$ cat src/slmb_pkg.sv
package slmb_pkg;

    localparam int OP_W   = 2;
    localparam int MODE_W = 4;
    localparam int TICK_W = 6;

    typedef logic [TICK_W-1:0] t_tick;

    typedef enum logic [OP_W-1:0] {
        OP_TICK     = 2'd0,
        OP_SET_MODE = 2'd1,
        OP_SET_MENU = 2'd2
    } t_op;

    typedef enum logic [MODE_W-1:0] {
        MODE_IDLE_EMPTY     = 4'd0,
        MODE_IDLE_NOT_EMPTY = 4'd1,
        MODE_WAIT_MODEM     = 4'd2,
        MODE_BUTTON_MENU    = 4'd3,
        MODE_CONNECTING     = 4'd4,
        MODE_SMS_LISTEN     = 4'd5,
        MODE_SMS_PROC       = 4'd6,
        MODE_SENSOR_LEARN   = 4'd7,
        MODE_SENSOR_DELETE  = 4'd8,
        MODE_TRANSMIT       = 4'd9,
        MODE_NET_ERR        = 4'd10,
        MODE_RF_INT         = 4'd11
    } t_mode;

    localparam t_tick LED_ON_TICK   = 6'd1;
    localparam t_tick TX_OFF_TICK   = 6'd2;
    localparam t_tick NET_OFF_TICK  = 6'd4;
    localparam t_tick LED_OFF_TICK  = 6'd6;
    localparam t_tick PERIOD_SLOW   = 6'd15;
    localparam t_tick PERIOD_SENSOR = 6'd20;
    localparam t_tick RF_END_TICK   = 6'd21;
    localparam t_tick LIMIT_DEFAULT = 6'd20;
    localparam t_tick LIMIT_NET_ERR = 6'd47;

    typedef struct packed {
        logic [OP_W-1:0]   operation;
        logic [MODE_W-1:0] new_mode;
        logic              menu_flag;
        logic              queue_empty;
        logic              transmit_enable;
    } t_item;

endpackage

$ cat src/slmb_if.sv
interface slmb_in_if;
    import slmb_pkg::*;

    logic              valid;
    logic              ready;
    logic [OP_W-1:0]   operation;
    logic [MODE_W-1:0] new_mode;
    logic              menu_flag;
    logic              queue_empty;
    logic              transmit_enable;

    modport source (
        output valid, operation, new_mode, menu_flag, queue_empty, transmit_enable,
        input  ready
    );
    modport sink (
        input  valid, operation, new_mode, menu_flag, queue_empty, transmit_enable,
        output ready
    );
endinterface

interface slmb_out_if;
    import slmb_pkg::*;

    logic              valid;
    logic              ready;
    logic              green_led_n;
    logic              blue_led_n;
    logic              sleep_allow;
    logic [MODE_W-1:0] current_mode;
    logic              in_menu;

    modport source (
        output valid, green_led_n, blue_led_n, sleep_allow, current_mode, in_menu,
        input  ready
    );
    modport sink (
        input  valid, green_led_n, blue_led_n, sleep_allow, current_mode, in_menu,
        output ready
    );
endinterface

$ cat src/slmb_in_stage.sv
module slmb_in_stage (
    input  logic            i_clk,
    input  logic            i_rst_n,
    slmb_in_if.sink         i_in,
    input  logic            i_take,
    output logic            o_vld,
    output slmb_pkg::t_item o_item
);
    import slmb_pkg::*;

    logic  r_vld;
    t_item r_item;

    assign i_in.ready = !r_vld || i_take;
    assign o_vld      = r_vld;
    assign o_item     = r_item;

    always_ff @(posedge i_clk) begin
        if (!i_rst_n) begin
            r_vld <= 1'b0;
        end else if (i_in.valid && i_in.ready) begin
            r_vld <= 1'b1;
        end else if (i_take) begin
            r_vld <= 1'b0;
        end
    end

    // hold the beat until the core takes it
    always_ff @(posedge i_clk) begin
        if (i_in.valid && i_in.ready) begin
            r_item.operation       <= i_in.operation;
            r_item.new_mode        <= i_in.new_mode;
            r_item.menu_flag       <= i_in.menu_flag;
            r_item.queue_empty     <= i_in.queue_empty;
            r_item.transmit_enable <= i_in.transmit_enable;
        end
    end

endmodule

$ cat src/slmb_core.sv
module slmb_core (
    input  logic            i_clk,
    input  logic            i_rst_n,
    input  logic            i_vld,
    input  slmb_pkg::t_item i_item,
    output logic            o_take,
    slmb_out_if.source      o_out
);
    import slmb_pkg::*;

    t_mode r_mode, n_mode;
    t_tick r_gt, n_gt;
    t_tick r_bt, n_bt;
    logic  r_g, n_g;
    logic  r_b, n_b;
    logic  r_sleep, n_sleep;
    logic  r_menu, n_menu;
    t_tick lim;
    logic  advance;

    logic              r_out_vld;
    logic              r_out_g;
    logic              r_out_b;
    logic              r_out_sleep;
    logic [MODE_W-1:0] r_out_mode;
    logic              r_out_menu;

    assign advance = !r_out_vld || o_out.ready;
    assign o_take  = i_vld && advance;

    always_comb begin
        n_mode  = r_mode;
        n_gt    = r_gt;
        n_bt    = r_bt;
        n_g     = r_g;
        n_b     = r_b;
        n_sleep = r_sleep;
        n_menu  = r_menu;
        lim     = LIMIT_DEFAULT;
        case (i_item.operation)
            OP_TICK: begin
                n_gt = r_gt + LED_ON_TICK;
                n_bt = r_bt + LED_ON_TICK;
                case (r_mode)
                    MODE_IDLE_EMPTY: begin
                        if (i_item.queue_empty && !r_menu) begin
                            n_g     = 1'b1;
                            n_b     = 1'b1;
                            n_sleep = 1'b1;
                        end else if (!r_menu) begin
                            n_mode  = MODE_IDLE_NOT_EMPTY;
                            n_sleep = 1'b0;
                        end else begin
                            n_mode  = MODE_BUTTON_MENU;
                            n_sleep = 1'b0;
                        end
                        n_gt = '0;
                        n_bt = '0;
                    end
                    MODE_IDLE_NOT_EMPTY, MODE_WAIT_MODEM, MODE_CONNECTING: begin
                        if (r_mode == MODE_IDLE_NOT_EMPTY) begin
                            n_sleep = 1'b0;
                        end
                        if (n_gt == LED_ON_TICK) begin
                            n_g = 1'b0;
                        end else if (n_gt == LED_OFF_TICK) begin
                            n_g = 1'b1;
                        end else if (n_gt == PERIOD_SLOW) begin
                            n_gt = '0;
                        end
                        n_b  = 1'b1;
                        n_bt = '0;
                    end
                    MODE_BUTTON_MENU: begin
                        if (i_item.transmit_enable) begin
                            n_menu = 1'b0;
                            n_mode = MODE_TRANSMIT;
                        end
                        if (n_gt == LED_ON_TICK) begin
                            n_g  = 1'b0;
                            n_b  = 1'b0;
                            n_gt = '0;
                            n_bt = '0;
                        end
                    end
                    MODE_SMS_LISTEN, MODE_SMS_PROC, MODE_SENSOR_LEARN: begin
                        n_g  = (r_mode != MODE_SENSOR_LEARN);
                        n_gt = '0;
                        if (n_bt == LED_ON_TICK) begin
                            n_b = 1'b0;
                        end else if (n_bt == LED_OFF_TICK) begin
                            n_b = 1'b1;
                        end else if ((r_mode == MODE_SENSOR_LEARN && n_bt == PERIOD_SENSOR) ||
                                     (r_mode != MODE_SENSOR_LEARN && n_bt == PERIOD_SLOW)) begin
                            n_bt = '0;
                        end
                    end
                    MODE_SENSOR_DELETE: begin
                        if (n_gt == LED_ON_TICK) begin
                            n_g = 1'b0;
                        end else if (n_gt == LED_OFF_TICK) begin
                            n_g = 1'b1;
                        end else if (n_gt == PERIOD_SENSOR) begin
                            n_gt = '0;
                        end
                        n_b  = 1'b0;
                        n_bt = '0;
                    end
                    MODE_TRANSMIT: begin
                        n_g  = 1'b1;
                        n_gt = '0;
                        if (n_bt == LED_ON_TICK) begin
                            n_b = 1'b0;
                        end else if (n_bt == TX_OFF_TICK) begin
                            n_b  = 1'b1;
                            n_bt = '0;
                        end
                    end
                    MODE_NET_ERR: begin
                        if (n_gt == LED_ON_TICK) begin
                            n_g = 1'b0;
                            n_b = 1'b0;
                        end else if (n_gt == NET_OFF_TICK) begin
                            n_g = 1'b1;
                            n_b = 1'b1;
                        end else if (n_gt == LIMIT_NET_ERR) begin
                            n_gt = '0;
                            n_bt = '0;
                        end
                    end
                    MODE_RF_INT: begin
                        if (n_gt == LED_ON_TICK) begin
                            n_g = 1'b0;
                        end else if (n_gt == RF_END_TICK) begin
                            n_g    = 1'b1;
                            n_gt   = '0;
                            n_mode = MODE_WAIT_MODEM;
                        end
                        n_b  = 1'b1;
                        n_bt = '0;
                    end
                    default: begin
                    end
                endcase
                // drop both counters once either passes the limit of the new mode
                if (n_mode == MODE_NET_ERR) begin
                    lim = LIMIT_NET_ERR;
                end
                if (n_gt > lim || n_bt > lim) begin
                    n_gt = '0;
                    n_bt = '0;
                end
            end
            OP_SET_MODE: begin
                if (i_item.new_mode <= MODE_RF_INT) begin
                    n_mode = t_mode'(i_item.new_mode);
                end
            end
            OP_SET_MENU: begin
                n_menu = i_item.menu_flag;
            end
            default: begin
            end
        endcase
    end

    always_ff @(posedge i_clk) begin
        if (!i_rst_n) begin
            r_mode    <= MODE_IDLE_EMPTY;
            r_gt      <= '0;
            r_bt      <= '0;
            r_g       <= 1'b1;
            r_b       <= 1'b1;
            r_sleep   <= 1'b0;
            r_menu    <= 1'b0;
            r_out_vld <= 1'b0;
        end else begin
            if (o_take) begin
                r_mode  <= n_mode;
                r_gt    <= n_gt;
                r_bt    <= n_bt;
                r_g     <= n_g;
                r_b     <= n_b;
                r_sleep <= n_sleep;
                r_menu  <= n_menu;
            end
            if (advance) begin
                r_out_vld <= i_vld;
            end
        end
    end

    always_ff @(posedge i_clk) begin
        if (o_take) begin
            r_out_g     <= n_g;
            r_out_b     <= n_b;
            r_out_sleep <= n_sleep;
            r_out_mode  <= n_mode;
            r_out_menu  <= n_menu;
        end
    end

    assign o_out.valid        = r_out_vld;
    assign o_out.green_led_n  = r_out_g;
    assign o_out.blue_led_n   = r_out_b;
    assign o_out.sleep_allow  = r_out_sleep;
    assign o_out.current_mode = r_out_mode;
    assign o_out.in_menu      = r_out_menu;

    a_tick_bound: assert property (@(posedge i_clk) disable iff (!i_rst_n)
        r_gt <= LIMIT_NET_ERR && r_bt <= LIMIT_NET_ERR)
        else $error("tick counter beyond limit");

    a_guard: assert property (@(posedge i_clk) disable iff (!i_rst_n)
        (o_take && i_item.operation == OP_TICK) |=>
        (r_mode == MODE_NET_ERR || (r_gt <= LIMIT_DEFAULT && r_bt <= LIMIT_DEFAULT)))
        else $error("guard missed counters outside network-error mode");

    a_mode_keeps_ticks: assert property (@(posedge i_clk) disable iff (!i_rst_n)
        (o_take && i_item.operation == OP_SET_MODE) |=>
        ($stable(r_gt) && $stable(r_bt) && $stable(r_g) && $stable(r_b)))
        else $error("mode write touched counters or LEDs");

    a_result_state: assert property (@(posedge i_clk) disable iff (!i_rst_n)
        o_take |=> (r_out_vld && r_out_mode == r_mode && r_out_menu == r_menu
                    && r_out_g == r_g && r_out_b == r_b))
        else $error("result beat differs from state");

endmodule

$ cat src/status_led_mode_blinker_top.sv
// channel | dir | beat contents
// i_in    | in  | operation, new_mode, menu_flag, queue_empty, transmit_enable
// o_out   | out | green_led_n, blue_led_n, sleep_allow, current_mode, in_menu
//
// One beat in gives one beat out.
// A new beat is taken every cycle while o_out is not stalled: input register, mode/blink update, result register.
// Reset clears the mode to idle-empty, both counters to zero and both LEDs to dark.
// A stall on o_out holds the result; i_in keeps accepting until the input register is full.
module status_led_mode_blinker_top (
    input  logic       i_clk,
    input  logic       i_rst_n,
    slmb_in_if.sink    i_in,
    slmb_out_if.source o_out
);
    import slmb_pkg::*;

    logic  take;
    logic  item_vld;
    t_item item;

    slmb_in_stage u_in_stage (
        .i_clk   (i_clk),
        .i_rst_n (i_rst_n),
        .i_in    (i_in),
        .i_take  (take),
        .o_vld   (item_vld),
        .o_item  (item)
    );

    slmb_core u_core (
        .i_clk   (i_clk),
        .i_rst_n (i_rst_n),
        .i_vld   (item_vld),
        .i_item  (item),
        .o_take  (take),
        .o_out   (o_out)
    );

endmodule

$ cat src/flat_wrapper.sv
// flat-port wrapper written by rule: the top's interface ports become plain ports
module status_led_mode_blinker_top_flat import slmb_pkg::*;
  (i_clk, i_rst_n, i_in_valid, i_in_operation, i_in_new_mode, i_in_menu_flag, i_in_queue_empty, i_in_transmit_enable, i_in_ready, o_out_valid, o_out_green_led_n, o_out_blue_led_n, o_out_sleep_allow, o_out_current_mode, o_out_in_menu, o_out_ready);
  slmb_in_if i_in_i ();
  slmb_out_if o_out_i ();
  input  logic i_clk;
  input  logic i_rst_n;
  input wire logic [$bits(i_in_i.valid)-1:0] i_in_valid;
  input wire logic [$bits(i_in_i.operation)-1:0] i_in_operation;
  input wire logic [$bits(i_in_i.new_mode)-1:0] i_in_new_mode;
  input wire logic [$bits(i_in_i.menu_flag)-1:0] i_in_menu_flag;
  input wire logic [$bits(i_in_i.queue_empty)-1:0] i_in_queue_empty;
  input wire logic [$bits(i_in_i.transmit_enable)-1:0] i_in_transmit_enable;
  output wire logic [$bits(i_in_i.ready)-1:0] i_in_ready;
  output wire logic [$bits(o_out_i.valid)-1:0] o_out_valid;
  output wire logic [$bits(o_out_i.green_led_n)-1:0] o_out_green_led_n;
  output wire logic [$bits(o_out_i.blue_led_n)-1:0] o_out_blue_led_n;
  output wire logic [$bits(o_out_i.sleep_allow)-1:0] o_out_sleep_allow;
  output wire logic [$bits(o_out_i.current_mode)-1:0] o_out_current_mode;
  output wire logic [$bits(o_out_i.in_menu)-1:0] o_out_in_menu;
  input wire logic [$bits(o_out_i.ready)-1:0] o_out_ready;
  assign i_in_i.valid = i_in_valid;
  assign i_in_i.operation = i_in_operation;
  assign i_in_i.new_mode = i_in_new_mode;
  assign i_in_i.menu_flag = i_in_menu_flag;
  assign i_in_i.queue_empty = i_in_queue_empty;
  assign i_in_i.transmit_enable = i_in_transmit_enable;
  assign i_in_ready = i_in_i.ready;
  assign o_out_valid = o_out_i.valid;
  assign o_out_green_led_n = o_out_i.green_led_n;
  assign o_out_blue_led_n = o_out_i.blue_led_n;
  assign o_out_sleep_allow = o_out_i.sleep_allow;
  assign o_out_current_mode = o_out_i.current_mode;
  assign o_out_in_menu = o_out_i.in_menu;
  assign o_out_i.ready = o_out_ready;
  status_led_mode_blinker_top u_core (.i_clk(i_clk), .i_rst_n(i_rst_n), .i_in(i_in_i), .o_out(o_out_i));
endmodule
$ cat config.mk
export PLATFORM = sky130hd
export DESIGN_NAME = status_led_mode_blinker_top_flat
export DESIGN_NICKNAME = d
export VERILOG_FILES = /design/src/slmb_pkg.sv /design/src/slmb_if.sv /design/src/slmb_in_stage.sv /design/src/slmb_core.sv /design/src/status_led_mode_blinker_top.sv /design/src/flat_wrapper.sv
export SDC_FILE = /design/constraint.sdc
export NUM_CORES = 1
export LEC_CHECK = 0
export BUFFER_PORTS_ARGS = -buffer_cell sky130_fd_sc_hd__buf_2
export CAP_MARGIN = 5
export CORE_MARGIN = 10
export CORE_UTILIZATION = 25
export CTS_BUF_LIST = sky130_fd_sc_hd__clkbuf_8 sky130_fd_sc_hd__clkbuf_16
export DETAILED_ROUTE_END_ITERATION = 8
export HOLD_SLACK_MARGIN = 0.02
export PLACE_DENSITY = 0.44
export SYNTH_ARGS = -nofsm -noshare
export SYNTH_HDL_FRONTEND = slang
export SYNTH_SLANG_ARGS = --single-unit
$ cat constraint.sdc
create_clock -name i_clk -period 3.4 [get_ports i_clk]
set_input_delay 0 -clock i_clk [delete_from_list [all_inputs] [get_ports i_clk]]
set_output_delay 0 -clock i_clk [all_outputs]
set_load 0.01 [all_outputs]
==> impl_metrics.toml <==
[sta]
setup_ws_ns = 0.1838
fmax_ghz = 0.3109
fin_crit_sh_pct = 94.59
final_hold_viol_count = 0
setup-tns-final_ns = 0
relSlewSlack_pct = 65.08
setup_violations = 0
fin_skew_ns = 0.006995
fin_crit_ns = 3.216
drv_slew = 0
hold_slack_ns = 0.02556
worst_pin_slew_ns = 0.5198

[clocking]
cts-buffers-inserted = 5
root_buffer = "clkbuf_16"
cts.sinks = 39
cts.path.max_buffers = 2
path_clk_slew_ns = 0.06
cts_tree = "built"
clock_latency_ns = 0.29
cts_htree_levels = 2

[worst_hold_path]
hold_path.class = "input pin to flip-flop"

[layout]
area_delta_synth_final_pct = 36.38
antenna_cells = 0
layout_common_cells = "buf_4, nand2_1, nor2_1, buf_2, inv_1"
nets = 467
n_fill_cell = 1179
layout-drive-gt1-share_pct = 31.95
layout.cells.most_common = "buf_4"

[power]
switching_power_w = 0.0003204
p_seq_share_pct = 42.6
power_leakage_nw = 1.595
power_w = 0.001221
pwr-share-clk_pct = 43.5
power_density_nw_per_um2 = 301.3
switching_share_pct = 26.24
internal-power_w = 0.0009006
combPwrFrac_pct = 13.9
irDropWorstVdd_v = 0.0002038

[floorplan]
die_h_microns = 129.0
die_area_sq_um = 16650
core_area_sq_um = 11520
die_w_microns = 129.0
ioPinCount = 23
start_util_pct = 25.80
rows = 39

[routing]
num_vias = 2863
routed_wl_microns = 8764
wl_per_cell_microns = 15.16
drtIter0Drc = 204
drc = 0
firstDrtPassIters = 4
antenna_left = 0
viasPerCell = 4.953

[critical_path]
critPathArrivalTime_ns = 3.38
crit_chain = "nand2_1, or3_1, and2_4, buf_4, o21a_1, nor3_4, nor2_1, ha_1, and4_4, o21ai_2, o21a_2, o221ai_4, o21ai_1"
crit_family = "simple AND/OR/NAND/NOR gates"
crit_type = "flip-flop to flip-flop"
startpoint_type = "flip-flop"
cp-end-kind = "flip-flop"
critPathMaxStageDelay_ns = 0.44
crit_fanout = 7
slowest_stage = "dfxtp_1"
path_buf_inv = 1
cp.required_ns = 3.57

[logic_synthesis]
synth-seq-area-share_pct = 32.00
synth_cells = 361
synth.distinct_cells = 73
ys.flop_type = "dfxtp_1"
synth_edf_count = 17
synthMuxAreaShare_pct = 1.053
ys_async_sr_fraction_pct = 0
synth-xor-area-share_pct = 3.537
synth_fp_nets = 394
yosys_warnings = 0
synth_top_family_by_area = "compound AO/OA/AOI/OAI gates"
synth_area_sq_um = 2972
synth_area_per_cell_sq_um = 8.232
yosys_register_bits = 39
yosys.area_share.simple_pct = 24.80
synth_fa_ha_area_share_pct = 8.421
synth-compound-area-share_pct = 24.88

[grt]
first_global_vias = 2886
antenna_found_initial = 0
grt_pass1_wl_microns = 14380
grt_usage_pct = 10.55
grt-ovfl-total = 0
grt_max_degree = 26

[placed_design]
pre_cts_ws_ns = -0.1110
gp_congestion = 0.8148
io_buffers = 22
dp.final_hpwl_microns = 6616

[outcome]
outcome = "finished, final reports clean"

[job]
drv_cap = 0
## power by group through the flow
stage,Clock (W),Combinational (W),Sequential [W]
after floorplan,0,0.0000977,0.000532
final,0.000532,0.000169,0.000520
after detailed placement,0,0.000155,0.000533
after global routing,0.000569,0.000187,0.000522
after CTS,0.000546,0.000166,0.000522
after global placement,0,0.000155,0.000532
## per-layer routing
metal,GRT usage [%],up-vias,share of wire [%],wire length (microns)
li1,-,1458,-,-
met1,13.00,1351,45,3975
met2,18.05,44,50,4369
met3,2.773,10,3.8,337
met4,2.341,0,0.92,81
met5,0,-,0,0
## worst min-delay path: stages
cell,delay [ns]
buf_2,0.07
nor2b_1,0.06
nor2_1,0.09
nor2_1,0.04
## registers in the layout, summed over array words and instances, names as in the netlist
| name | cells |
|---|---|
| u_core.u_core.r_mode | 4 |
| u_core.u_core.o_out.valid | 1 |
| u_core.u_core.o_out.green_led_n | 1 |
| u_core.u_core.r_b | 1 |
| u_core.u_core.r_bt | 6 |
| u_core.u_core.r_gt | 6 |
| u_core.u_core.o_out.sleep_allow | 1 |
| u_core.u_in_stage.o_vld | 1 |
| u_core.u_core.o_out.in_menu | 1 |
| u_core.u_core.r_g | 1 |
| u_core.u_core.r_sleep | 1 |
| u_core.u_core.o_out.current_mode | 4 |
| u_core.u_core.o_out.blue_led_n | 1 |
| u_core.u_core.r_menu | 1 |
| u_core.u_in_stage.o_item | 9 |
## worst paths after layout
path | to | slack [ns] | cells after the start | startpoint
worst min register to register | u_core.u_core.r_bt[5]$_SDFFE_PN0P_ | 0.47 | 2 | u_core.u_core.r_bt[5]$_SDFFE_PN0P_
worst max-delay path | u_core.u_core.r_gt[0]$_SDFFE_PN0P_ | 0.18 | 13 | u_core.u_core.r_gt[4]$_SDFFE_PN0P_
worst max register to register | u_core.u_core.r_gt[0]$_SDFFE_PN0P_ | 0.18 | 13 | u_core.u_core.r_gt[4]$_SDFFE_PN0P_
worst min-delay path | u_core.u_core.o_out.valid$_SDFFE_PN0P_ | 0.03 | 4 | o_out_ready
## cells by family (layout without fill, tap and decap cells)
kind of cell / count (synthesis) / count (layout)
fa+ha+maj: 20 / 20
xor+xnor: 12 / 12
flops: 39 / 39
mux: 3 / 3
simple gates: 145 / 145
buf+inv: 38 / 112
compound gates: 104 / 104
## what timing repair did
| item | CTS | global route |
|---|---|---|
| pin swaps | 3 | 25 |
| endpoints found under the hold margin | 12 | 0 |
| buffers inserted | 1 | 5 |
| hold buffers | 11 | 0 |
| endpoints found under the setup margin | 12 | 12 |
| gates resized for setup | 5 | 45 |
## cell usage after synthesis (all sizes together), types with 2 or more instances
library cell / number / area share (%)
a31o: 2 / 0.59
and2: 5 / 1.1
a41oi: 2 / 0.59
o41ai: 2 / 0.84
clkbuf: 8 / 1.0
and3: 3 / 0.80
nand2: 43 / 5.4
xor2: 6 / 1.8
o211ai: 4 / 1.0
and4: 2 / 0.59
nor3: 11 / 2.2
nor2: 34 / 4.3
a21o: 3 / 0.76
ha: 20 / 8.4
or2: 4 / 0.84
a22oi: 2 / 0.51
o22a: 2 / 0.59
a311oi: 2 / 0.59
nand2b: 7 / 1.5
inv: 20 / 2.5
o22ai: 3 / 1.1
nor3b: 3 / 0.76
o21ai: 29 / 5.0
buf: 9 / 1.6
nor2b: 4 / 0.84
dfxtp: 22 / 15
or3: 3 / 0.80
xnor2: 6 / 1.8
mux2i: 2 / 0.67
a21oi: 22 / 3.8
nor4: 3 / 0.63
edfxtp: 17 / 17
a31oi: 7 / 1.5
o21a: 4 / 1.1
a211oi: 5 / 1.4
nand3: 15 / 2.7
nor4b: 3 / 1.1
nand4: 3 / 0.63
## per-stage QoR
stage               std cells  instance area [sq um]  utilization [%]
floorplan                 361                   2972                -
global placement          554                   3520            30.56
detailed placement        554                   3520            30.56
CTS                       574                   3817            33.15
global route              578                   4053            35.19
finish                    578                   4053            35.19
## final cells by class
class | count | area [sq um] | area share (%)
inverter | 21 | 78.83 | 1.945
clock buffer | 6 | 150.1 | 3.705
tap | 143 | 178.9 | 4.415
multi-input combinational | 284 | 2063 | 50.91
timing repair buffer | 83 | 599.3 | 14.79
clock inverter | 2 | 16.27 | 0.4014
sequential | 39 | 965.9 | 23.83
(Power assumes the default switching activity.)
